File: src/rtl/core/frt_pkg.sv
// Shared constants, codes and types of the fragment reassembly tracker.
package frt_pkg;

  localparam int MAX_SLICES_DEF = 64;
  localparam int CHANNELS_DEF   = 256;

  localparam int IDX_MAX_W = 6;
  localparam int CNT_W     = 7;
  localparam int TOTAL_W   = 16;
  localparam int TIME_W    = 32;
  localparam int CHAN_W    = 8;

  localparam logic [15:0] TIMEOUT_RST = 16'd80;

  typedef enum logic [1:0] {
    EV_LOST   = 2'd0,
    EV_DONE   = 2'd1,
    EV_REJECT = 2'd2
  } event_e;

  typedef struct packed {
    logic                 reject;
    logic [CHAN_W-1:0]    ch;
    logic [IDX_MAX_W-1:0] idx;
    logic [TOTAL_W-1:0]   total;
    logic [TIME_W-1:0]    arrival;
  } pkt_t;

  typedef struct packed {
    event_e            ev;
    logic [CHAN_W-1:0] ch;
    logic [CNT_W-1:0]  held;
    logic              last;
  } res_t;

endpackage

File: src/rtl/core/frt_if.sv
// Request and event channel interfaces of the fragment reassembly tracker.
interface frt_req_if;
  logic        valid;
  logic        ready;
  logic [15:0] head_word;
  logic [7:0]  tail_byte;
  logic [7:0]  channel;
  logic [15:0] slice_index;
  logic [15:0] slice_total;
  logic [31:0] time_ms;

  modport source (output valid, head_word, tail_byte, channel, slice_index, slice_total,
                  time_ms, input ready);
  modport sink (input valid, head_word, tail_byte, channel, slice_index, slice_total,
                time_ms, output ready);
endinterface


File: src/rtl/core/frt_fifo.sv
// Small register FIFO with a power-of-two depth.
module frt_fifo #(
  parameter int W     = 8,
  parameter int DEPTH = 2
) (
  input  logic         clk_i,
  input  logic         rst_ni,
  input  logic         push_i,
  input  logic [W-1:0] data_i,
  input  logic         pop_i,
  output logic [W-1:0] data_o,
  output logic         full_o,
  output logic         empty_o
);

  localparam int PW = (DEPTH > 1) ? $clog2(DEPTH) : 1;

  logic [W-1:0] buf_q [DEPTH];
  logic [PW:0]  wr_ptr_q, wr_ptr_d;
  logic [PW:0]  rd_ptr_q, rd_ptr_d;

  assign empty_o = (wr_ptr_q == rd_ptr_q);
  assign full_o  = (wr_ptr_q[PW] != rd_ptr_q[PW]) && (wr_ptr_q[PW-1:0] == rd_ptr_q[PW-1:0]);
  assign data_o  = buf_q[rd_ptr_q[PW-1:0]];

  assign wr_ptr_d = (push_i && !full_o) ? wr_ptr_q + 1'b1 : wr_ptr_q;
  assign rd_ptr_d = (pop_i && !empty_o) ? rd_ptr_q + 1'b1 : rd_ptr_q;

  always_ff @(posedge clk_i or negedge rst_ni) begin
    if (!rst_ni) begin
      wr_ptr_q <= '0;
      rd_ptr_q <= '0;
    end else begin
      wr_ptr_q <= wr_ptr_d;
      rd_ptr_q <= rd_ptr_d;
    end
  end

  always_ff @(posedge clk_i) begin
    if (push_i && !full_o) begin
      buf_q[wr_ptr_q[PW-1:0]] <= data_i;
    end
  end

endmodule

File: src/rtl/core/frt_front.sv
// Front end: checks the marks and the channel range, flags bad indexes and queues requests.
module frt_front #(
  parameter int MAX_SLICES = frt_pkg::MAX_SLICES_DEF,
  parameter int CHANNELS   = frt_pkg::CHANNELS_DEF
) (
  input  logic           clk_i,
  input  logic           rst_ni,
  input  logic [15:0]    head_magic_i,
  input  logic [7:0]     tail_magic_i,
  frt_req_if.sink        req_i,
  input  logic           pkt_pop_i,
  output frt_pkg::pkt_t  pkt_o,
  output logic           pkt_empty_o
);

  localparam int QUEUE_DEPTH = 2;

  logic          q_full;
  logic          keep;
  frt_pkg::pkt_t pkt_in;

  assign req_i.ready = !q_full;

  // Requests with wrong marks or an unknown channel are taken and dropped here.
  assign keep = (req_i.head_word == head_magic_i) && (req_i.tail_byte == tail_magic_i) &&
                (32'(req_i.channel) < CHANNELS);

  always_comb begin
    pkt_in.reject  = (32'(req_i.slice_index) >= MAX_SLICES);
    pkt_in.ch      = req_i.channel;
    pkt_in.idx     = req_i.slice_index[frt_pkg::IDX_MAX_W-1:0];
    pkt_in.total   = req_i.slice_total;
    pkt_in.arrival = req_i.time_ms;
  end

  frt_fifo #(
    .W     ($bits(frt_pkg::pkt_t)),
    .DEPTH (QUEUE_DEPTH)
  ) u_queue (
    .clk_i   (clk_i),
    .rst_ni  (rst_ni),
    .push_i  (req_i.valid && keep),
    .data_i  (pkt_in),
    .pop_i   (pkt_pop_i),
    .data_o  (pkt_o),
    .full_o  (q_full),
    .empty_o (pkt_empty_o)
  );

endmodule

File: src/flat_wrapper.sv
// flat-port wrapper written by rule: the top's interface ports become plain ports
module frt_front_flat 
#(
  parameter int MAX_SLICES = frt_pkg::MAX_SLICES_DEF,
  parameter int CHANNELS   = frt_pkg::CHANNELS_DEF
)
  (clk_i, rst_ni, head_magic_i, tail_magic_i, pkt_pop_i, pkt_o, pkt_empty_o, req_i_valid, req_i_head_word, req_i_tail_byte, req_i_channel, req_i_slice_index, req_i_slice_total, req_i_time_ms, req_i_ready);
  frt_req_if req_i_i ();
  input  logic clk_i;
  input  logic rst_ni;
  input  logic [15:0] head_magic_i;
  input  logic [7:0] tail_magic_i;
  input  logic pkt_pop_i;
  output frt_pkg::pkt_t pkt_o;
  output logic pkt_empty_o;
  input wire logic [$bits(req_i_i.valid)-1:0] req_i_valid;
  input wire logic [$bits(req_i_i.head_word)-1:0] req_i_head_word;
  input wire logic [$bits(req_i_i.tail_byte)-1:0] req_i_tail_byte;
  input wire logic [$bits(req_i_i.channel)-1:0] req_i_channel;
  input wire logic [$bits(req_i_i.slice_index)-1:0] req_i_slice_index;
  input wire logic [$bits(req_i_i.slice_total)-1:0] req_i_slice_total;
  input wire logic [$bits(req_i_i.time_ms)-1:0] req_i_time_ms;
  output wire logic [$bits(req_i_i.ready)-1:0] req_i_ready;
  assign req_i_i.valid = req_i_valid;
  assign req_i_i.head_word = req_i_head_word;
  assign req_i_i.tail_byte = req_i_tail_byte;
  assign req_i_i.channel = req_i_channel;
  assign req_i_i.slice_index = req_i_slice_index;
  assign req_i_i.slice_total = req_i_slice_total;
  assign req_i_i.time_ms = req_i_time_ms;
  assign req_i_ready = req_i_i.ready;
  frt_front #(.MAX_SLICES(MAX_SLICES), .CHANNELS(CHANNELS)) u_core (.clk_i(clk_i), .rst_ni(rst_ni), .head_magic_i(head_magic_i), .tail_magic_i(tail_magic_i), .req_i(req_i_i), .pkt_pop_i(pkt_pop_i), .pkt_o(pkt_o), .pkt_empty_o(pkt_empty_o));
endmodule
File: config.mk
export PLATFORM = sky130hd
export DESIGN_NAME = frt_front_flat
export DESIGN_NICKNAME = d
export VERILOG_FILES = /design/src/rtl/core/frt_pkg.sv /design/src/rtl/core/frt_if.sv /design/src/rtl/core/frt_fifo.sv /design/src/rtl/core/frt_front.sv /design/src/flat_wrapper.sv
export SDC_FILE = /design/constraint.sdc
export NUM_CORES = 1
export LEC_CHECK = 0
export BUFFER_PORTS_ARGS = -buffer_cell sky130_fd_sc_hd__buf_4
export CORE_UTILIZATION = 35
export CTS_BUF_LIST = sky130_fd_sc_hd__clkbuf_16
export DETAILED_ROUTE_END_ITERATION = 8
export REMOVE_ABC_BUFFERS = 1
export SYNTH_ARGS = -nofsm -noshare
export SYNTH_HDL_FRONTEND = slang
export SYNTH_HIERARCHICAL = 1
export SYNTH_SLANG_ARGS = --single-unit
File: constraint.sdc
create_clock -name clk_i -period 9.8 [get_ports clk_i]
set_clock_uncertainty 0.05 [all_clocks]
set_input_delay 0.98 -clock clk_i [delete_from_list [all_inputs] [get_ports clk_i]]
set_output_delay 0.98 -clock clk_i [all_outputs]
set_load 0.05 [all_outputs]
Word level (Yosys, flattened, before mapping)
Memories as Yosys holds them, arrays and structs flattened.
Index checks and enable logic that the tools add are counted.
Widths: inputs -> output; s select.
{"block": "word_totals", "register_bits": 4, "ram_bits": 126, "output_inout_bits": 65, "n_memories": 1}
{"block": "classes", "addsub": 2, "order_cmp": 1, "eq_ne": 5, "mux": 2, "reduce_logical": 7}
{"name": "u_core.u_queue.buf_q", "words": 2, "word_bits": 63, "read_ports": 1, "rd_ports_with_merged_regs": 0, "write_ports": 1, "line_no": "frt_fifo.sv:18", "source": "logic [W-1:0] buf_q [DEPTH];"}
{"operator": "$eq 16x16->1", "n": 1}
{"operator": "$ge 16x7->1 const B", "n": 1}
{"operator": "$eq 8x8->1", "n": 1}
{"operator": "$logic_and 1x1->1", "n": 5}
{"operator": "$add 2x1->2 const B", "n": 2}
{"operator": "$eq 2x2->1", "n": 1}
{"operator": "$logic_not 1->1", "n": 2}
{"operator": "$mux 1", "n": 2}
{"operator": "$eq 1x1->1", "n": 1}
{"operator": "$ne 1x1->1", "n": 1}

Longest topological paths before layout
Gate-level depths: netlist (run 1).
{"block": "depth", "ltp_word": 6, "ltp_mapped": 7, "ltp_nobuf": 7}

Hierarchy
Netlist (run 1), hierarchy kept.
{"module": "frt_fifo", "instances": 1, "cells_each": 224, "area_per_inst_um2": 4812.1}
{"module": "frt_front", "instances": 1, "cells_each": 38, "area_per_inst_um2": 294.0}

Worst setup path after synthesis (run 1)
No wires, ideal clock.
{"block": "synth_path", "path_type": "input -> register", "start": "input port tail_magic_i[5]", "end": "memory u_core/u_queue/buf_q[0][0] in the netlist's numbering (enable)", "setup_ns": 0.574, "arrival_time_ns": 6.442, "required_time_ns": 9.176, "path_slack_ns": 2.734, "path_stages": 5, "n_path_buf": 0, "path_cell_list": "xor2_1 > nor4_1 > nand3_1 > nor4_2 > nor3b_1"}
{"block": "synth_between", "elab_chain_len": 6}
{"item": "from (decl)", "line_no": "flat_wrapper.sv:12", "source": "input logic [7:0] tail_magic_i;"}
{"item": "$eq 8x8->1", "line_no": "frt_front.sv:25", "source": "assign keep = (req_i.head_word == head_magic_i) && (req_i.tail_byte == tail_magic_i) &&"}
{"item": "$logic_and 1x1->1", "line_no": "frt_front.sv:25"}
{"item": "$logic_and 1x1->1", "line_no": "frt_front.sv:42", "source": ".push_i (req_i.valid && keep),"}
{"item": "$logic_and 1x1->1", "line_no": "frt_fifo.sv:40", "source": "if (push_i && !full_o) begin"}
{"item": "$mux 1", "line_no": "frt_fifo.sv:40"}
{"item": "$mux 1 (not written as such)", "line_no": "frt_fifo.sv:41", "source": "buf_q[wr_ptr_q[PW-1:0]] <= data_i;"}
{"item": "to (decl)", "line_no": "frt_fifo.sv:18"}
Every way passes these cells.

Worst setup path in the final report (run 1)
{"block": "layout_path", "start": "input port tail_magic_i[6]", "end": "memory u_core/u_queue/buf_q[1][15] in the netlist's numbering (enable)"}
Same word-level chain as after synthesis.

==> metrics, run 1 <==
Layout Nets 587; Pint 1.07 mW; Worst Setup Start Kind input pin; Final Cycle Share 37.0%; combinational share of power 14.9%; max_slew headroom 30.4%; initial antenna violation count 0; GPL Wtd Cong 0.726; Final Util 51.8%; cts bufs inserted 17; f_max 0.276 GHz; via count 3007; layout cells sized above 1 60.5%; area grow syn2layout 42.3%; drt drc 0; maximum clock path buffer count 2; I/O Buffers 188; Sequential Power Share 44.1%; CP Cell Sequence buf_4, xor2_1, nor4_1, nand3_1, nor4_2, nand2_1, a21oi_4, buf_4; clk sinks 130; Max Fanout on Critical Path 39; PD cells 197 mW/mm^2; CP max stage cell a21oi_4; routed len/inst 15.5 um; largest net degree at the start of global routing 71; Worst Path Arrival 3.61 ns; Setup WS pre-CTS 5.70 ns; most frequent CP cell buf_4; Max-Cap Viols 0; Synth cell types 26; Yosys reg bits 130; die height 123 um; Critical Path RT 9.79 ns; gr usage total 13.7%; Post-DP Area 0.00671 mm^2; Peak VDD IR 0.120 mV; H-tree depth 4; r2r setup slk 6.97 ns; Post-CTS Hold Fix Bufs 0; Starting Density 36.4%; # Post-CTS Setup Buffers 0; post-CTS sizing 0; first-pass GRT wire length 14900 um; synthesized area per cell 19.5 um^2; drt total wl 10200 um; RSZ-0062 raised after global routing false; Vias/cell 4.58; warnings from Yosys 6; synthesized area 0.00511 mm^2; filler cell count 1197; antenna viol nets, final 0; Final Critical Period 3.62 ns; most frequent cells in the layout buf_4 (191), edfxtp_1 (126), mux2_2 (63); status finished, final reports clean; slowest cell delay on critical path 0.73 ns; hold slack 0.311 ns; I/O pins 189; Hold Path Class input pin to asynchronous set/reset pin; post-synthesis sequential area ratio 76.1%; Die ar. 0.0151 mm^2; vias in the first global route 3051; Switching Power 357 uW; clock-pin slew on the worst setup and hold paths 0.05 ns; Lkg Pwr 2.78 nW; Cells after Synth 262; clock tree from TritonCTS done; Reg2Reg Depth 2; GRT overflow 0; worst setup margin 6.18 ns; Hold Vio Cnt, Final 0; worst r2r dst u_core/u_queue/buf_q[1][15]; setup TNS 0 ns; Worst setup EP type register; Setup-failing EPs final 0; r2r startpoint u_core/u_queue/rd_ptr_q[0]; num rows 43; clk_lat worst skew 0.40 ns; Worst Tran Pin Value 1.04 ns; Core Region 0.0140 mm^2; Root Driver clkbuf_16; Crit Path Class input pin to register; max-slew violations 0; die width 123 um; Post-DP HPWL 6640 um; initial DRC count 138; Pre-antenna DRT Iters 4; leading cell type in the layout, fill and taps excluded buf_4; antenna cells 0; Sw Share 24.9%; Post-Layout Inst Area 0.00727 mm^2; clock share of power 40.9%
[logic make-up (layout without fill, tap and decap cells)]
logic type	after synthesis	in the layout	synth area share (%)
AO/OA/AOI/OAI	9	9	1.03
XOR/XNOR	27	27	4.78
buffers and inverters	10	224	1.47
flip-flops	130	130	76.1
multiplexers	65	65	14.4
AND/OR/NAND/NOR	21	21	2.28
[power groups by stage]
stage	clock network (mW)	registers [mW]	logic [mW]
2_1_floorplan	0	0.636	0.132
3_5_place_dp	0	0.643	0.215
3_3_place_gp	0	0.643	0.213
6_report	0.586	0.631	0.214
5_1_grt	0.623	0.633	0.225
4_1_cts	0.600	0.632	0.216
[cells in the mapped netlist]
master	count	area, um^2
o21ai_1	2	10.0
nor3b_1	1	7.51
a21boi_0	1	7.51
xor2_1	16	140
mux2i_1	1	10.0
inv_1	1	3.75
nand2_1	2	7.51
buf_6	2	22.5
a21oi_1	4	20.0
mux2_2	63	709
or2_2	1	6.26
nor2_1	5	18.8
o21ai_2	1	8.76
nor4_1	5	31.3
nor4_2	1	12.5
buf_4	6	45.0
dfrtp_1	4	100
nand4_1	2	12.5
nor3_1	1	5.00
xnor2_1	10	87.6
xor2_2	1	16.3
mux2_4	1	15.0
nand3_1	3	15.0
edfxtp_1	126	3780
clkbuf_1	1	3.75
a31oi_1	1	6.26
[cell type report]
type / instances / area (um^2) / area share [%]
clock buffer: 17 / 425 / 5.85
multi-input combinational: 122 / 1160 / 16.0
tap: 180 / 225 / 3.10
clock inverter: 15 / 129 / 1.77
sequential: 130 / 3890 / 53.5
inverter: 1 / 3.75 / 0.0516
timing repair buffer: 191 / 1430 / 19.7
[per-stage QoR]
stage | power, mW | instances
4_1_cts | 1.45 | 656
3_3_place_gp | 0.856 | 624
2_1_floorplan | 0.768 | 253
3_5_place_dp | 0.858 | 624
6_report | 1.43 | 656
5_1_grt | 1.48 | 656
[critical path: cells and delay by family]
kind,cells,cell delay (ns)
AND/OR/NAND/NOR,4,1.01
AO/OA/AOI/OAI,1,0.73
buffers and inverters,2,0.70
XOR/XNOR,1,0.15
[sequential cells by signal (all words and copies together) (netlist names)]
register and cells:
u_core/u_queue/rd_ptr_q 2, u_core/u_queue/buf_q 126, u_core/u_queue/wr_ptr_q 2
[metal layers]
layer	track usage, %	vias up	part of all wire (%)
met5	0	-	0
met2	22.4	132	49
met3	5.86	12	9.7
met1	15.6	1442	40
li1	-	1421	-
met4	5.79	0	1.3
[worst max-delay path by stage]
stage	from	endpoint	slack, ns	cells past startpoint
detailed placement	tail_magic_i[5]	u_core/u_queue/buf_q[1][58]	5.70	8
floorplan	u_core/u_queue/rd_ptr_q[0]	u_core/u_queue/buf_q[0][0]	2.64	2
CTS	tail_magic_i[5]	u_core/u_queue/buf_q[1][15]	6.13	8
global route	tail_magic_i[6]	u_core/u_queue/buf_q[1][15]	5.89	8
finish	tail_magic_i[6]	u_core/u_queue/buf_q[1][15]	6.18	8
global placement	tail_magic_i[5]	u_core/u_queue/buf_q[1][15]	5.75	8
Power figures use the tool's default switching activity.
==> run 2: changes to the inputs <==
- ABC_AREA: default -> 1
- clock period: 9.8 -> 3.1 ns (I/O delays scaled with it)
==> run 2 against run 1 <==
Net effect: cell count increased by 36%; via count is 28% higher; clock-buffer cell count is the same; sequential share of layout area down 2.3 points; largest cell class unchanged; power rose to 4.5 times the previous value; synthesized cell count rose by 86%; hold slack lost 0.28 ns; register-to-register slack worse by 6.2 ns; worst setup slack worse by 5.7 ns; wire length increased by 18%.
==> metrics, run 2 <==
status finished, final reports clean; asr flop ratio synth 3.08%; clock tree from TritonCTS done; clk_lat worst skew 0.41 ns; max-slew violations 0; Worst Path Arrival 2.31 ns; Max Fanout on Critical Path 42; routed len/inst 13.4 um; Critical Path RT 2.74 ns; clock-pin slew on the worst setup and hold paths 0.06 ns; vias in the first global route 3938; Design Power 6.45 mW; synthesized area 0.00541 mm^2; most numerous cell in the Yosys netlist nand2_1; GRT overflow 0; post-synth top area cell edfxtp_1; CP Cell Sequence inv_2, buf_4, nand2_1, nand2_1, buf_4; Pre-antenna DRT Iters 4; r2r startpoint u_core/u_queue/rd_ptr_q[0]; gr usage total 16.0%; Vias/cell 4.35; Final Cycle Share 86.0%; Setup WS pre-CTS 0.701 ns; initial antenna violation count 0; Hold Path Class input pin to register; leading cell type in the layout, fill and taps excluded nand2_1; Post-DP Area 0.00700 mm^2; initial DRC count 225; max_slew headroom 64.1%; Hold Vio Cnt, Final 0; synthesized area per cell 11.1 um^2; die height 126 um; CP max stage cell dfrtp_2; Starting Density 35.7%; maximum clock path buffer count 2; Worst Setup EP pkt_o[47]; slowest cell delay on critical path 0.56 ns; most frequent cells after synthesis nand2_1 (261), edfxtp_1 (126), inv_1 (42); post-synthesis sequential area ratio 71.8%; Worst Tran Pin Value 0.538 ns; via count 3863; worst r2r dst u_core/u_queue/buf_q[0][15]; Core Region 0.0151 mm^2; GPL Wtd Cong 0.799; I/O Buffers 188; max FFs per register 126; Lkg Pwr 3.49 nW; Max-Cap Viols 0; Root Driver clkbuf_16; post-synth top area share 69.9%; drt total wl 11900 um; warnings from Yosys 6; Worst setup EP type output port; cts bufs inserted 17; most frequent cells in the layout nand2_1 (261), buf_4 (190), edfxtp_1 (126); PD cells 850 mW/mm^2; area grow syn2layout 40.2%; Final Critical Period 2.67 ns; I/O pins 189; die width 126 um; worst setup margin 0.433 ns; ys flop type edfxtp_1; Synth cell types 16; Final Util 50.1%; clk sinks 130; Crit Path Class register to output port; Peak VDD IR 0.502 mV; num rows 45; largest net degree at the start of global routing 47; RSZ-0062 raised after global routing false; Yosys reg bits 130; Setup-failing EPs final 0; drt drc 0; first-pass GRT wire length 19300 um; largest cells by area after synthesis edfxtp_1 (70%), nand2_1 (18%), buf_6 (2.9%); Post-synth EDFFs 126; Layout Nets 812; Cells after Synth 488; layout cells sized above 1 33.1%; Reg2Reg Depth 7; Die ar. 0.0160 mm^2; H-tree depth 4; Post-Layout Inst Area 0.00758 mm^2; Crit. Startpoint u_core/u_queue/rd_ptr_q[0]; Post-DP HPWL 8300 um; r2r setup slk 0.73 ns; antenna viol nets, final 0; # Post-CTS Setup Buffers 0; f_max 0.375 GHz; Worst Setup Start Kind register; antenna cells 0
## run 2: cell count changes in the layout (fill, tap and decap cells not counted), sizes merged, moves of 5 or more
cell / delta
xnor2: -5
nor2: +12
xor2: -15
nand2: +265
mux2: -64
inv: +40
## run 2: critical path: cells and delay by family, from the launching register on
kind / cells / cell delay (ns)
buf+inv: 3 / 1.09
flops: 1 / 0.56
simple gates: 2 / 0.22
## run 2: through the flow
| step | TNS, ns | hold WS [ns] | cells |
|---|---|---|---|
| 4_1_cts | 0 | 0.00350 | 889 |
| 6_report | 0 | 0.0294 | 889 |
| 5_1_grt | 0 | 0.00280 | 889 |
| 3_5_place_dp | 0 | 0.0610 | 856 |
| 3_3_place_gp | 0 | 0.0602 | 856 |
| 2_1_floorplan | -124.41 | -0.0356 | 474 |
## run 2: cells by family after synthesis
| kind of cell | share of synthesized area [%] |
|---|---|
| simple gates | 21.0 |
| flops | 71.8 |
| xor+xnor | 1.13 |
| compound gates | 0.231 |
| buf+inv | 5.90 |
## run 2: report_power, final
group	switching, mW	internal [mW]	leakage [nW]
Sequential	0.0538	1.94	1.19
Clock	0.694	1.24	0.293
Combinational	1.82	0.696	2.01
Total	2.57	3.88	3.49
## run 2: metal layers
metal / vias to the layer above / global-route usage (%) / share of wire (%)
met5: - / 0 / 0
met4: 0 / 6.80 / 1.3
li1: 1967 / - / -
met2: 113 / 28.0 / 52
met1: 1768 / 17.6 / 41
met3: 15 / 5.86 / 6.2
## run 2: what timing repair did
| action | CTS | global route |
|---|---|---|
| hold buffers | 1 | 0 |
| gates resized for setup | 0 | 0 |
| endpoints found under the hold margin | 4 | 0 |
## run 2: cell type report
class                      count  area [um^2]
sequential                   130         3880
fill                        1341         7560
clock inverter                15          153
inverter                      43          161
timing repair buffer         195         1520
clock buffer                  17          425
multi-input combinational    301         1210
tap                          188          235
## run 2: worst min path at each step
stage,start,endpoint,slack [ns],depth (start not counted)
floorplan,rst_ni,u_core/u_queue/rd_ptr_q[0],-0.04,0
global placement,rst_ni,u_core/u_queue/rd_ptr_q[1],0.06,1
detailed placement,rst_ni,u_core/u_queue/rd_ptr_q[1],0.06,1
CTS,req_i_time_ms[4],u_core/u_queue/buf_q[0][4],0.004,1
global route,req_i_time_ms[12],u_core/u_queue/buf_q[0][12],0.003,1
finish,req_i_time_ms[4],u_core/u_queue/buf_q[0][4],0.03,1
==> run 3: changes to the inputs <==
- REMOVE_ABC_BUFFERS: 1 -> default
==> run 3 against run 2 <==
Net effect: sequential share of layout area rose by 0.66 points; via count fell by 0.47%; utilization fell by 0.64 points; fmax rose by 8.9%; worst setup slack improved by 0.22 ns; critical path depth did not move; die area did not move; sequential power barely moved; critical endpoint is now pkt_o[54].
==> metrics, run 3 (same netlist as run 2, synthesis figures left out) <==
status finished, final reports clean; Root Driver clkbuf_16; setup TNS 0 ns; Crit Path Class register to output port; largest net degree at the start of global routing 66; Worst Tran Pin Value 0.725 ns; drt total wl 11700 um; Setup-failing EPs final 0; global routing usage on met2 26.8%; Final Critical Period 2.45 ns; Post-DP Area 0.00695 mm^2; antenna cells 0; Max Fanout on Critical Path 43; f_max 0.409 GHz; busiest grt layer met2; post-CTS sizing 0; GR Util met3 5.90%; Hold Path Class input pin to register; max FFs per register 126; CP Cell Sequence inv_2, buf_4, nand2_1, nand2_1, buf_4; layout cells sized above 1 32.8%; Setup WS pre-CTS 0.877 ns; Levels on crit path 5; clk sinks 130; antenna viol nets, final 0; Final Cycle Share 79.0%; Core Region 0.0151 mm^2; Lkg Pwr 3.47 nW; GRT overflow 0; Cell Count, Final, Fillers Out 887; syn nets 612; PD cells 844 mW/mm^2; initial DRC count 216; I/O Buffers 188; via count 3845; Post-Layout Inst Area 0.00749 mm^2; Pre-antenna DRT Iters 4; max-slew violations 0; Die ar. 0.0160 mm^2; clock tree from TritonCTS done; initial antenna violation count 0; GPL Wtd Cong 0.842; Post-DP HPWL 7890 um; Worst Setup Start Kind register; CP delay by family, top buffers and inverters; worst setup margin 0.652 ns; Worst Path Arrival 2.09 ns; Critical Path RT 2.74 ns; Max-Cap Viols 0; first-pass GRT wire length 18700 um; num rows 45; I/O pins 189; placed cells 856; die height 126 um; CP max stage cell buf_4; Peak VDD IR 0.479 mV; global-route met1 utilization 17.5%; area grow syn2layout 38.4%; Min-Delay Path Depth 1; worst path bufs/invs 3; maximum clock path buffer count 2; die width 126 um; clock-pin slew on the worst setup and hold paths 0.05 ns; Starting Density 35.7%; routed len/inst 13.2 um; Hold Vio Cnt, Final 0; Layout Nets 812; drt drc 0; slowest cell delay on critical path 0.51 ns; Worst setup EP type output port; leading cell type in the layout, fill and taps excluded nand2_1; cts bufs inserted 17; gr usage total 15.6%; vias in the first global route 3858; RSZ-0062 raised after global routing false; most frequent cells in the layout nand2_1 (261), buf_4 (194), edfxtp_1 (126); Vias/cell 4.33; Reg2Reg Depth 7; max_slew headroom 51.7%; clk_lat worst skew 0.41 ns; H-tree depth 4
run 3: path summary, 6_finish.rpt:
kind,from,end,slack [ns]
max,u_core/u_queue/rd_ptr_q[0],pkt_o[54],0.65
min,req_i_slice_total[6],u_core/u_queue/buf_q[0][38],0.03
max reg2reg,u_core/u_queue/rd_ptr_q[0],u_core/u_queue/buf_q[0][58],1.20
min reg2reg,u_core/u_queue/wr_ptr_q[0],u_core/u_queue/wr_ptr_q[0],0.47
max in group asynchronous,rst_ni,u_core/u_queue/rd_ptr_q[0],2.69
min in group asynchronous,rst_ni,u_core/u_queue/wr_ptr_q[0],0.19
run 3: what timing repair did:
action	CTS	global route
hold buffers	1	0
setup buffers	0	0
hold endpoints to repair	4	0
run 3: final cells by class:
| class | instances | area [um^2] |
|---|---|---|
| Sequential cell | 130 | 3880 |
| Clock buffer | 17 | 425 |
| Fill cell | 1356 | 7660 |
| Multi-Input combinational cell | 301 | 1210 |
| Clock inverter | 13 | 106 |
| Tap cell | 188 | 235 |
| Timing Repair Buffer | 195 | 1470 |
| Inverter | 43 | 161 |
run 3: through the flow:
step / utilization (%) / hold slack, ns / power [mW]
2_1_floorplan: - / -0.0356 / 3.89
3_3_place_gp: 45.9 / 0.0618 / 4.56
3_5_place_dp: 45.9 / 0.0630 / 4.58
4_1_cts: 49.4 / 0.0116 / 6.40
5_1_grt: 49.4 / 0.00985 / 6.62
6_report: 49.4 / 0.0319 / 6.32
run 3: routing by layer:
layer | routed length, um | vias to the layer above
li1 | - | 1963
met1 | 4970 | 1762
met2 | 5890 | 108
met3 | 718 | 12
met4 | 140 | 0
met5 | 0 | -
run 3: power by group:
part	total [mW]	internal (mW)	leakage, nW	switching (mW)
Sequential	1.96	1.94	1.19	0.0167
Clock	1.80	1.14	0.279	0.660
Combinational	2.55	0.699	2.00	1.86
Total	6.32	3.78	3.47	2.53
